**config.mk**
```make
export PLATFORM = sky130hd
export DESIGN_NAME = grid_region_perimeter_edges
export DESIGN_NICKNAME = d
export VERILOG_FILES = /design/src/design/grpe_pkg.sv /design/src/design/grpe_line.sv /design/src/design/grpe_front.sv /design/src/design/grpe_emit.sv /design/src/design/grid_region_perimeter_edges.sv
export VERILOG_INCLUDE_DIRS = /design/src /design/src/design
export SDC_FILE = /design/constraint.sdc
export NUM_CORES = 1
export LEC_CHECK = 0
export BUFFER_PORTS_ARGS = -buffer_cell sky130_fd_sc_hd__buf_2
export CAP_MARGIN = 20
export CORE_ASPECT_RATIO = 0.8
export CORE_MARGIN = 2
export CORE_UTILIZATION = 60
export CTS_CLUSTER_DIAMETER = 50
export CTS_CLUSTER_SIZE = 30
export DETAILED_ROUTE_END_ITERATION = 6
export GPL_TIMING_DRIVEN = 0
export PLACE_DENSITY = 0.85
export SLEW_MARGIN = 40
export SYNTH_ARGS = -nofsm -noshare
export SYNTH_HDL_FRONTEND = slang
export SYNTH_SLANG_ARGS = --single-unit
```
**constraint.sdc**
```tcl
create_clock -name clk_i -period 22.9 [get_ports clk_i]
set_input_delay 2.29 -clock clk_i [delete_from_list [all_inputs] [get_ports clk_i]]
set_output_delay 2.29 -clock clk_i [all_outputs]
set_load 0.03 [all_outputs]
```
**src/design/grid_region_perimeter_edges_defines.svh**
```systemverilog
// Assertion macros for the grid region perimeter edge block.
`ifndef GRID_REGION_PERIMETER_EDGES_DEFINES_SVH
`define GRID_REGION_PERIMETER_EDGES_DEFINES_SVH

// Same-cycle implication, checked out of reset.
`define GRPE_ASSERT_NOW(name, ante, cons, msg) \
  name: assert property (@(posedge clk_i) disable iff (!rst_ni) (ante) |-> (cons)) \
    else $error(msg);

// Next-cycle implication, checked out of reset.
`define GRPE_ASSERT_NEXT(name, ante, cons, msg) \
  name: assert property (@(posedge clk_i) disable iff (!rst_ni) (ante) |=> (cons)) \
    else $error(msg);

`endif

```
**src/design/grpe_pkg.sv**
```systemverilog
// Shared types and constants for the grid region perimeter edge block.
package grpe_pkg;

  localparam int unsigned MAX_COLS_DEF = 63;

  localparam int unsigned ROWS_W      = 11;
  localparam int unsigned COLS_W      = 6;
  localparam int unsigned ROW_CNT_W   = 10;
  localparam int unsigned CELL_W      = 32;
  localparam int unsigned IN_TDATA_W  = 32;
  localparam int unsigned OUT_TDATA_W = 8;
  localparam int unsigned CFG_IDX_W   = 2;
  localparam int unsigned CFG_DATA_W  = 11;

  localparam logic [ROWS_W-1:0] ROW_LIMIT    = 11'd1024;
  localparam logic [ROWS_W-1:0] ROWS_RESET   = 11'd32;
  localparam logic [COLS_W-1:0] COLS_RESET   = 6'd32;

  typedef enum logic [CFG_IDX_W-1:0] {
    CFG_NUM_ROWS = 2'd0,
    CFG_NUM_COLS = 2'd1
  } grpe_cfg_idx_e;

  // One beat of work for the edge stage: a real cell or a flush step.
  typedef struct packed {
    logic emit;
    logic top_ok;
    logic below_known;
    logic last;
    logic filled;
  } grpe_item_t;

  typedef struct packed {
    logic flushing;
    logic item_valid;
  } grpe_front_st_t;

endpackage

```
**src/design/grpe_line.sv**
```systemverilog
// Shift line of inside bits with a programmable insertion point and fixed output taps.
module grpe_line #(
  parameter int unsigned DEPTH = grpe_pkg::MAX_COLS_DEF,
  localparam int unsigned IW = (DEPTH > 1) ? $clog2(DEPTH) : 1
) (
  input  logic          clk_i,
  input  logic          shift_i,
  input  logic [IW-1:0] ins_idx_i,
  input  logic          din_i,
  output logic          tap0_o,
  output logic          tap1_o
);

  logic [DEPTH-1:0] line_q;
  logic [DEPTH-1:0] line_d;
  logic [DEPTH:0]   line_ext;

  assign line_ext = {1'b0, line_q};

  always_comb begin
    for (int i = 0; i < DEPTH; i++) begin
      line_d[i] = (IW'(i) == ins_idx_i) ? din_i : line_ext[i+1];
    end
  end

  always_ff @(posedge clk_i) begin
    if (shift_i) begin
      line_q <= line_d;
    end
  end

  assign tap0_o = line_ext[0];
  assign tap1_o = line_ext[1];

endmodule

```
**src/design/grpe_front.sv**
```systemverilog
// Raster counters, flush sequencer and input register.
module grpe_front #(
  parameter int unsigned MAX_COLS = grpe_pkg::MAX_COLS_DEF,
  localparam int unsigned CW = (MAX_COLS > 1) ? $clog2(MAX_COLS) : 1
) (
  input  logic                                clk_i,
  input  logic                                rst_ni,
  input  logic                                restart_i,
  input  logic [grpe_pkg::ROWS_W-1:0]         rows_eff_i,
  input  logic [grpe_pkg::COLS_W-1:0]         cols_eff_i,
  input  logic                                s_axis_tvalid,
  output logic                                s_axis_tready,
  // [31:0] cell_value
  input  logic [grpe_pkg::IN_TDATA_W-1:0]     s_axis_tdata,
  input  logic                                item_take_i,
  output grpe_pkg::grpe_item_t                item_o,
  output logic [CW-1:0]                       col_o,
  output grpe_pkg::grpe_front_st_t            status_o
);

  localparam int unsigned CMP_W = grpe_pkg::COLS_W + 1;

  logic [grpe_pkg::ROW_CNT_W-1:0] row_q, row_d;
  logic [CW-1:0]                  col_q, col_d;
  logic                           flush_q, flush_d;
  logic [CW-1:0]                  fcol_q, fcol_d;
  logic                           ftop_q, ftop_d;
  logic                           ivalid_q, ivalid_d;
  grpe_pkg::grpe_item_t           item_q, item_d;
  logic [CW-1:0]                  icol_q, icol_d;

  logic                           load;
  logic                           in_acc;
  logic                           row_last;
  logic                           col_last;
  logic                           fcol_last;
  logic [grpe_pkg::ROWS_W-1:0]    row_plus;
  logic [CMP_W-1:0]               cols_cmp;

  assign load          = !ivalid_q || item_take_i;
  assign s_axis_tready = !flush_q && load;
  assign in_acc        = s_axis_tvalid && s_axis_tready;

  assign row_plus  = {1'b0, row_q} + 11'd1;
  assign cols_cmp  = {1'b0, cols_eff_i};
  assign row_last  = (row_plus == rows_eff_i);
  assign col_last  = ((CMP_W'(col_q) + 7'd1) == cols_cmp);
  assign fcol_last = ((CMP_W'(fcol_q) + 7'd1) == cols_cmp);

  always_comb begin
    row_d    = row_q;
    col_d    = col_q;
    flush_d  = flush_q;
    fcol_d   = fcol_q;
    ftop_d   = ftop_q;
    ivalid_d = ivalid_q;
    item_d   = item_q;
    icol_d   = icol_q;

    if (load) begin
      ivalid_d = in_acc || flush_q;
    end

    if (in_acc) begin
      item_d.emit        = (row_q != '0);
      item_d.top_ok      = (row_q > 10'd1);
      item_d.below_known = 1'b1;
      item_d.last        = 1'b0;
      item_d.filled      = |s_axis_tdata;
      icol_d             = col_q;
      if (row_last && col_last) begin
        row_d   = '0;
        col_d   = '0;
        flush_d = 1'b1;
        fcol_d  = '0;
        ftop_d  = (row_q != '0);
      end else if (col_last) begin
        col_d = '0;
        row_d = row_q + 10'd1;
      end else begin
        col_d = col_q + CW'(1);
      end
    end else if (flush_q && load) begin
      item_d.emit        = 1'b1;
      item_d.top_ok      = ftop_q;
      item_d.below_known = 1'b0;
      item_d.last        = fcol_last;
      item_d.filled      = 1'b0;
      icol_d             = fcol_q;
      if (fcol_last) begin
        flush_d = 1'b0;
      end else begin
        fcol_d = fcol_q + CW'(1);
      end
    end

    if (restart_i) begin
      row_d   = '0;
      col_d   = '0;
      flush_d = 1'b0;
    end
  end

  always_ff @(posedge clk_i or negedge rst_ni) begin
    if (!rst_ni) begin
      row_q    <= '0;
      col_q    <= '0;
      flush_q  <= 1'b0;
      fcol_q   <= '0;
      ftop_q   <= 1'b0;
      ivalid_q <= 1'b0;
    end else begin
      row_q    <= row_d;
      col_q    <= col_d;
      flush_q  <= flush_d;
      fcol_q   <= fcol_d;
      ftop_q   <= ftop_d;
      ivalid_q <= ivalid_d;
    end
  end

  always_ff @(posedge clk_i) begin
    item_q <= item_d;
    icol_q <= icol_d;
  end

  assign item_o              = item_q;
  assign col_o               = icol_q;
  assign status_o.flushing   = flush_q;
  assign status_o.item_valid = ivalid_q;

endmodule

```
**src/design/grpe_emit.sv**
```systemverilog
// Row lines, neighbor window, edge flags and output register.
module grpe_emit #(
  parameter int unsigned MAX_COLS = grpe_pkg::MAX_COLS_DEF,
  localparam int unsigned CW = (MAX_COLS > 1) ? $clog2(MAX_COLS) : 1
) (
  input  logic                                clk_i,
  input  logic                                rst_ni,
  input  logic [grpe_pkg::COLS_W-1:0]         cols_eff_i,
  input  grpe_pkg::grpe_item_t                item_i,
  input  logic [CW-1:0]                       col_i,
  input  logic                                item_valid_i,
  output logic                                item_take_o,
  output logic                                m_axis_tvalid,
  input  logic                                m_axis_tready,
  // [0] edge_right, [1] edge_top, [2] edge_left, [3] edge_bottom, [7:4] zero
  output logic [grpe_pkg::OUT_TDATA_W-1:0]    m_axis_tdata,
  output logic                                m_axis_tlast
);

  localparam int unsigned CMP_W = grpe_pkg::COLS_W + 1;

  logic                        out_free;
  logic                        take;
  logic [grpe_pkg::COLS_W-1:0] cols_m1;
  logic [CW-1:0]               ins_idx;
  logic                        a0, a1, b0;
  logic                        left_q;
  logic [3:0]                  flags;
  logic                        self_in;
  logic                        right_ok;
  logic                        out_valid_q;
  logic [3:0]                  flags_q;
  logic                        last_q;

  assign out_free    = !out_valid_q || m_axis_tready;
  assign take        = item_valid_i && (!item_i.emit || out_free);
  assign item_take_o = take;

  assign cols_m1 = cols_eff_i - 6'd1;
  assign ins_idx = cols_m1[CW-1:0];

  grpe_line #(.DEPTH(MAX_COLS)) u_line_cur (
    .clk_i     (clk_i),
    .shift_i   (take),
    .ins_idx_i (ins_idx),
    .din_i     (item_i.filled),
    .tap0_o    (a0),
    .tap1_o    (a1)
  );

  grpe_line #(.DEPTH(MAX_COLS)) u_line_old (
    .clk_i     (clk_i),
    .shift_i   (take),
    .ins_idx_i (ins_idx),
    .din_i     (a0),
    .tap0_o    (b0),
    .tap1_o    ()
  );

  always_ff @(posedge clk_i) begin
    if (take) begin
      left_q <= a0;
    end
  end

  assign self_in  = a0;
  assign right_ok = ((CMP_W'(col_i) + 7'd1) < {1'b0, cols_eff_i});

  assign flags[0] = self_in && right_ok && !a1;
  assign flags[1] = self_in && item_i.top_ok && !b0;
  assign flags[2] = self_in && (col_i != '0) && !left_q;
  assign flags[3] = self_in && item_i.below_known && !item_i.filled;

  always_ff @(posedge clk_i or negedge rst_ni) begin
    if (!rst_ni) begin
      out_valid_q <= 1'b0;
    end else if (out_free) begin
      out_valid_q <= take && item_i.emit;
    end
  end

  always_ff @(posedge clk_i) begin
    if (take && item_i.emit) begin
      flags_q <= flags;
      last_q  <= item_i.last;
    end
  end

  assign m_axis_tvalid = out_valid_q;
  assign m_axis_tdata  = {4'd0, flags_q};
  assign m_axis_tlast  = last_q;

endmodule

```
**src/design/grid_region_perimeter_edges.sv**
```systemverilog
// Four-neighbor perimeter edge flags over a raster grid of cells.
// A row r > 0 cell yields the result for the cell above, via input then output register.
// Throughput: one cell per cycle unless the output stalls, set by the single edge stage.
// The last grid cell adds num_cols results, one per cycle unless stalled; input held off.
// Reset: row and column counters clear, num_rows and num_cols return to 32,
// row line contents stay undefined until written by the grid.
`include "grid_region_perimeter_edges_defines.svh"

module grid_region_perimeter_edges #(
  parameter int unsigned MAX_COLS = grpe_pkg::MAX_COLS_DEF
) (
  input  logic                                clk_i,
  input  logic                                rst_ni,
  input  logic                                cfg_we_i,
  input  logic [grpe_pkg::CFG_IDX_W-1:0]      cfg_idx_i,
  input  logic [grpe_pkg::CFG_DATA_W-1:0]     cfg_data_i,
  input  logic                                s_axis_tvalid,
  output logic                                s_axis_tready,
  // [31:0] cell_value
  input  logic [grpe_pkg::IN_TDATA_W-1:0]     s_axis_tdata,
  output logic                                m_axis_tvalid,
  input  logic                                m_axis_tready,
  // [0] edge_right, [1] edge_top, [2] edge_left, [3] edge_bottom, [7:4] zero
  output logic [grpe_pkg::OUT_TDATA_W-1:0]    m_axis_tdata,
  output logic                                m_axis_tlast
);

  localparam int unsigned CW = (MAX_COLS > 1) ? $clog2(MAX_COLS) : 1;

  logic [grpe_pkg::ROWS_W-1:0] num_rows_q;
  logic [grpe_pkg::COLS_W-1:0] num_cols_q;
  logic [grpe_pkg::ROWS_W-1:0] rows_eff;
  logic [grpe_pkg::COLS_W-1:0] cols_eff;
  logic                        restart;

  grpe_pkg::grpe_item_t        item;
  logic [CW-1:0]               item_col;
  logic                        item_take;
  grpe_pkg::grpe_front_st_t    front_st;

  always_ff @(posedge clk_i or negedge rst_ni) begin
    if (!rst_ni) begin
      num_rows_q <= grpe_pkg::ROWS_RESET;
      num_cols_q <= grpe_pkg::COLS_RESET;
    end else if (cfg_we_i) begin
      case (cfg_idx_i)
        grpe_pkg::CFG_NUM_ROWS: num_rows_q <= cfg_data_i;
        grpe_pkg::CFG_NUM_COLS: num_cols_q <= cfg_data_i[grpe_pkg::COLS_W-1:0];
        default: ;
      endcase
    end
  end

  assign restart = cfg_we_i && ((cfg_idx_i == grpe_pkg::CFG_NUM_ROWS) ||
                                (cfg_idx_i == grpe_pkg::CFG_NUM_COLS));

  always_comb begin
    if (num_rows_q == '0) begin
      rows_eff = 11'd1;
    end else if (num_rows_q > grpe_pkg::ROW_LIMIT) begin
      rows_eff = grpe_pkg::ROW_LIMIT;
    end else begin
      rows_eff = num_rows_q;
    end
    if (num_cols_q == '0) begin
      cols_eff = 6'd1;
    end else if (num_cols_q > grpe_pkg::COLS_W'(MAX_COLS)) begin
      cols_eff = grpe_pkg::COLS_W'(MAX_COLS);
    end else begin
      cols_eff = num_cols_q;
    end
  end

  grpe_front #(.MAX_COLS(MAX_COLS)) u_front (
    .clk_i         (clk_i),
    .rst_ni        (rst_ni),
    .restart_i     (restart),
    .rows_eff_i    (rows_eff),
    .cols_eff_i    (cols_eff),
    .s_axis_tvalid (s_axis_tvalid),
    .s_axis_tready (s_axis_tready),
    .s_axis_tdata  (s_axis_tdata),
    .item_take_i   (item_take),
    .item_o        (item),
    .col_o         (item_col),
    .status_o      (front_st)
  );

  grpe_emit #(.MAX_COLS(MAX_COLS)) u_emit (
    .clk_i         (clk_i),
    .rst_ni        (rst_ni),
    .cols_eff_i    (cols_eff),
    .item_i        (item),
    .col_i         (item_col),
    .item_valid_i  (front_st.item_valid),
    .item_take_o   (item_take),
    .m_axis_tvalid (m_axis_tvalid),
    .m_axis_tready (m_axis_tready),
    .m_axis_tdata  (m_axis_tdata),
    .m_axis_tlast  (m_axis_tlast)
  );

  `GRPE_ASSERT_NOW(a_flush_blocks_input, front_st.flushing, !s_axis_tready, "input taken during flush")
  `GRPE_ASSERT_NOW(a_flush_after_beat, $rose(front_st.flushing), $past(s_axis_tvalid && s_axis_tready), "flush started without a beat")
  `GRPE_ASSERT_NEXT(a_beat_loads_item, s_axis_tvalid && s_axis_tready, front_st.item_valid, "accepted beat not held")

endmodule
```
==> impl_metrics.csv <==
group,metric,value,unit
run_status,outcome,"complete, no violations",
timing,max_freq,0.187,GHz
clock_tree,ctsHoldBuffers,0,
clock_tree,clk_pin_slew,0.07,ns
timing,setup_slack,17.55,ns
global_routing,grt_max_degree,44,
route,dr.first_iter.drc_count,729,
global_routing,grt_first_pass_wirelength,33500,um
pwr,cellLeakagePower,0.00407,uW
final_layout,multi_input_area,0.00392,mm2
route,vias,6713,
global_routing,grt_pass1_vias,6591,
yosys,syn_area,0.00953,mm2
setup_path,crit_arrival,3.06,ns
final_layout,antenna_cells,0,
floorplan,core_area,0.0156,mm2
placement,dp_hpwl,14300,um
placement,pre_cts_slack,17.55,ns
final_layout,regArea,0.00535,mm2
global_routing,gr-total-overflow,0,
yosys,synth-warning-count,0,
timing,final.setup.tns,0,ns
clock_tree,clock_sinks,186,
timing,maxSlewViolCount,0,
clock_tree,tritoncts,"done",
floorplan,dieWidth,145,um
setup_path,critPathKind,"input pin to output port",
timing,setup_violations,0,
timing,hold_slack,0.447,ns
yosys,synth_edf_count,141,
placement,port_buffers,56,
clock_tree,clk_path_buf_depth,2,
setup_path,cp_slowest_cell,"nand4b_1",
setup_path,cpPeakStageDelay,0.26,ns
final_layout,final_core_util,0.696,
route,vias_per_cell,6.05,
route,ant_nets,0,
final_layout,fillers,1069,
placement,gp_congestion,0.922,
clock_tree,cts_resized,0,
timing,fin_crit,5.35,ns
yosys,ys_ff_latch,186,
clock_tree,cts_setup_buffers,0,
yosys,synth_flop_cell,"edfxtp_1",
yosys,ys_seq_area_frac,0.561,
route,wl_per_cell,18.9,um
clock_tree,root_buffer,"clkbuf_16",
floorplan,die-area,0.0169,mm2
pwr,p_per_area,87.2,mW/mm2
yosys,synth.avg_cell_area,12.0,um2
yosys,syn-instance-count,795,
setup_path,worstSetupStartpointType,"input pin",
yosys,synth_cell_types,63,
final_layout,layout.nets,944,
setup_path,cp_max_fo,5,
run,cap_violations,0,
floorplan,io_pins,61,
pwr,ir_drop,0.0494,mV
floorplan,die_h,117,um
route,wirelength,20900,um
global_routing,antenna_found_initial,0,
final_layout,layout-drive-gt1-share,0.296,
floorplan,row_count,41,
timing,finalHoldViolations,0,
timing,rsz0062_at_grt,"false",
setup_path,crit_chain,"buf_2 > nand4b_1 > and2_1 > buf_2",
timing,slew_headroom,0.544,
route,drc,0,
floorplan,start_util,0.609,
yosys,synthArstFlopShare,0.231,
timing,tightestPinTransition,0.677,ns
route,drt_pass1_iterations,7,
timing,min_period_over_period,0.233,
clock_tree,htree_levels,4,
setup_path,critPathRequiredTime,20.61,ns
clock_tree,clock_latency,0.44,ns
worst_hold_path,hold_path.class,"register to register",
setup_path,endpoint_kind,"output port",
global_routing,track_usage,0.255,
setup_path,crit_top_cell,"buf_2",
timing,final.setup_skew,0.0119,ns
final_layout,area_growth,14.3,%
clock_tree,cts_buffers,17,
[path summary, 6_finish.rpt]
| check | startpoint | end | slack, ns | cells after the start |
|---|---|---|---|---|
| worst min register to register | u_front.item_o[1] | u_emit.m_axis_tlast | 0.45 | 0 |
| worst min-delay path | u_front.item_o[1] | u_emit.m_axis_tlast | 0.45 | 0 |
| worst max-delay path | m_axis_tready | s_axis_tready | 17.55 | 4 |
| max in group asynchronous | rst_ni | u_front.fcol_q[4] | 20.64 | 1 |
| worst max register to register | u_front.col_q[0] | u_front.fcol_q[0] | 19.55 | 10 |
| min in group asynchronous | rst_ni | u_front.row_q[8] | 1.83 | 1 |
[per-layer routing]
layer / GRT usage / up-vias / wire length, um
met1: 0.349 / 3290 / 9310
met2: 0.405 / 334 / 9590
li1: - / 3051 / -
met4: 0.0851 / 0 / 339
met3: 0.0633 / 38 / 1680
met5: 0 / - / 0
[where the power goes]
part           internal [uW]  leakage, uW  switching, uW
clock                    185     0.000297            135
sequential               414      0.00194           23.6
combinational           80.0      0.00183            113
[cell families (layout without fill, tap and decap cells)]
logic type,after synthesis,count (layout),share of synthesized area
multiplexers,142,142,0.167
buffers and inverters,66,162,0.0297
AO/OA/AOI/OAI,71,71,0.0504
adder cells (fa/ha/maj),13,13,0.0171
XOR/XNOR,36,36,0.0345
AND/OR/NAND/NOR,280,280,0.139
other,1,4,0.000393
flip-flops,186,186,0.561
[layout make-up]
| type | count | area share |
|---|---|---|
| Sequential cell | 186 | 0.491 |
| Multi-Input combinational cell | 546 | 0.360 |
| Timing Repair Buffer | 64 | 0.0401 |
| Clock buffer | 17 | 0.0390 |
| Tap cell | 215 | 0.0247 |
| Buffer | 49 | 0.0201 |
| Clock inverter | 15 | 0.0192 |
| Inverter | 17 | 0.00586 |
[sequential cells by signal, indices dropped and copies added (netlist names)]
register / cells
u_front.col_o: 6
u_emit.left_q: 1
u_emit.m_axis_tlast: 1
u_front.fcol_q: 6
u_emit.u_line_old.line_q: 63
u_emit.m_axis_tvalid: 1
u_front.flush_q: 1
u_emit.u_line_cur.line_q: 63
u_front.row_q: 10
u_front.ftop_q: 1
u_emit.flags_q: 4
u_front.item_o: 5
u_front.col_q: 6
u_front.ivalid_q: 1
num_rows_q: 11
num_cols_q: 6
[critical path: cells and delay by family]
kind | cells | cell delay, ns
simple gates | 2 | 0.49
buf+inv | 2 | 0.28
[metrics by stage]
step | power, uW | area, um2 | instances
3_3_place_gp | 624 | 10100 | 1069
3_5_place_dp | 630 | 10300 | 1077
6_report | 950 | 10900 | 1109
2_1_floorplan | 578 | 9550 | 798
5_1_grt | 988 | 10900 | 1109
4_1_cts | 949 | 10900 | 1109
[synth_stat cells (all sizes together) (3+ instances only)]
cell / number / share of area
a21oi: 14 / 0.0077
a31oi: 7 / 0.0046
and2: 6 / 0.0039
and3: 10 / 0.0066
buf: 19 / 0.011
clkbuf: 30 / 0.012
dfrtp: 41 / 0.11
edfxtp: 141 / 0.44
ha: 13 / 0.017
inv: 17 / 0.0067
mux2: 140 / 0.17
nand2: 87 / 0.035
nand2b: 7 / 0.0046
nand3: 26 / 0.014
nand3b: 5 / 0.0039
nand4: 8 / 0.0052
nand4b: 3 / 0.0028
nor2: 86 / 0.034
nor2b: 6 / 0.0039
nor3: 13 / 0.0080
nor4: 13 / 0.0098
o211ai: 4 / 0.0031
o21ai: 21 / 0.011
or3: 5 / 0.0038
xnor2: 23 / 0.021
xor2: 12 / 0.011
[cell usage in the layout, fill, tap and decap left out, drive strengths merged, types with 12 or more instances in the layout]
cell type,n
edfxtp,141
nand2,87
buf,83
dfrtp,41
xnor2,23
nor2,86
o21ai,21
inv,23
nor4,13
xor2,12
nor3,13
clkbuf,47
ha,13
mux2,140
a21oi,14
nand3,26
No activity file was read; power rests on OpenSTA's default activity.
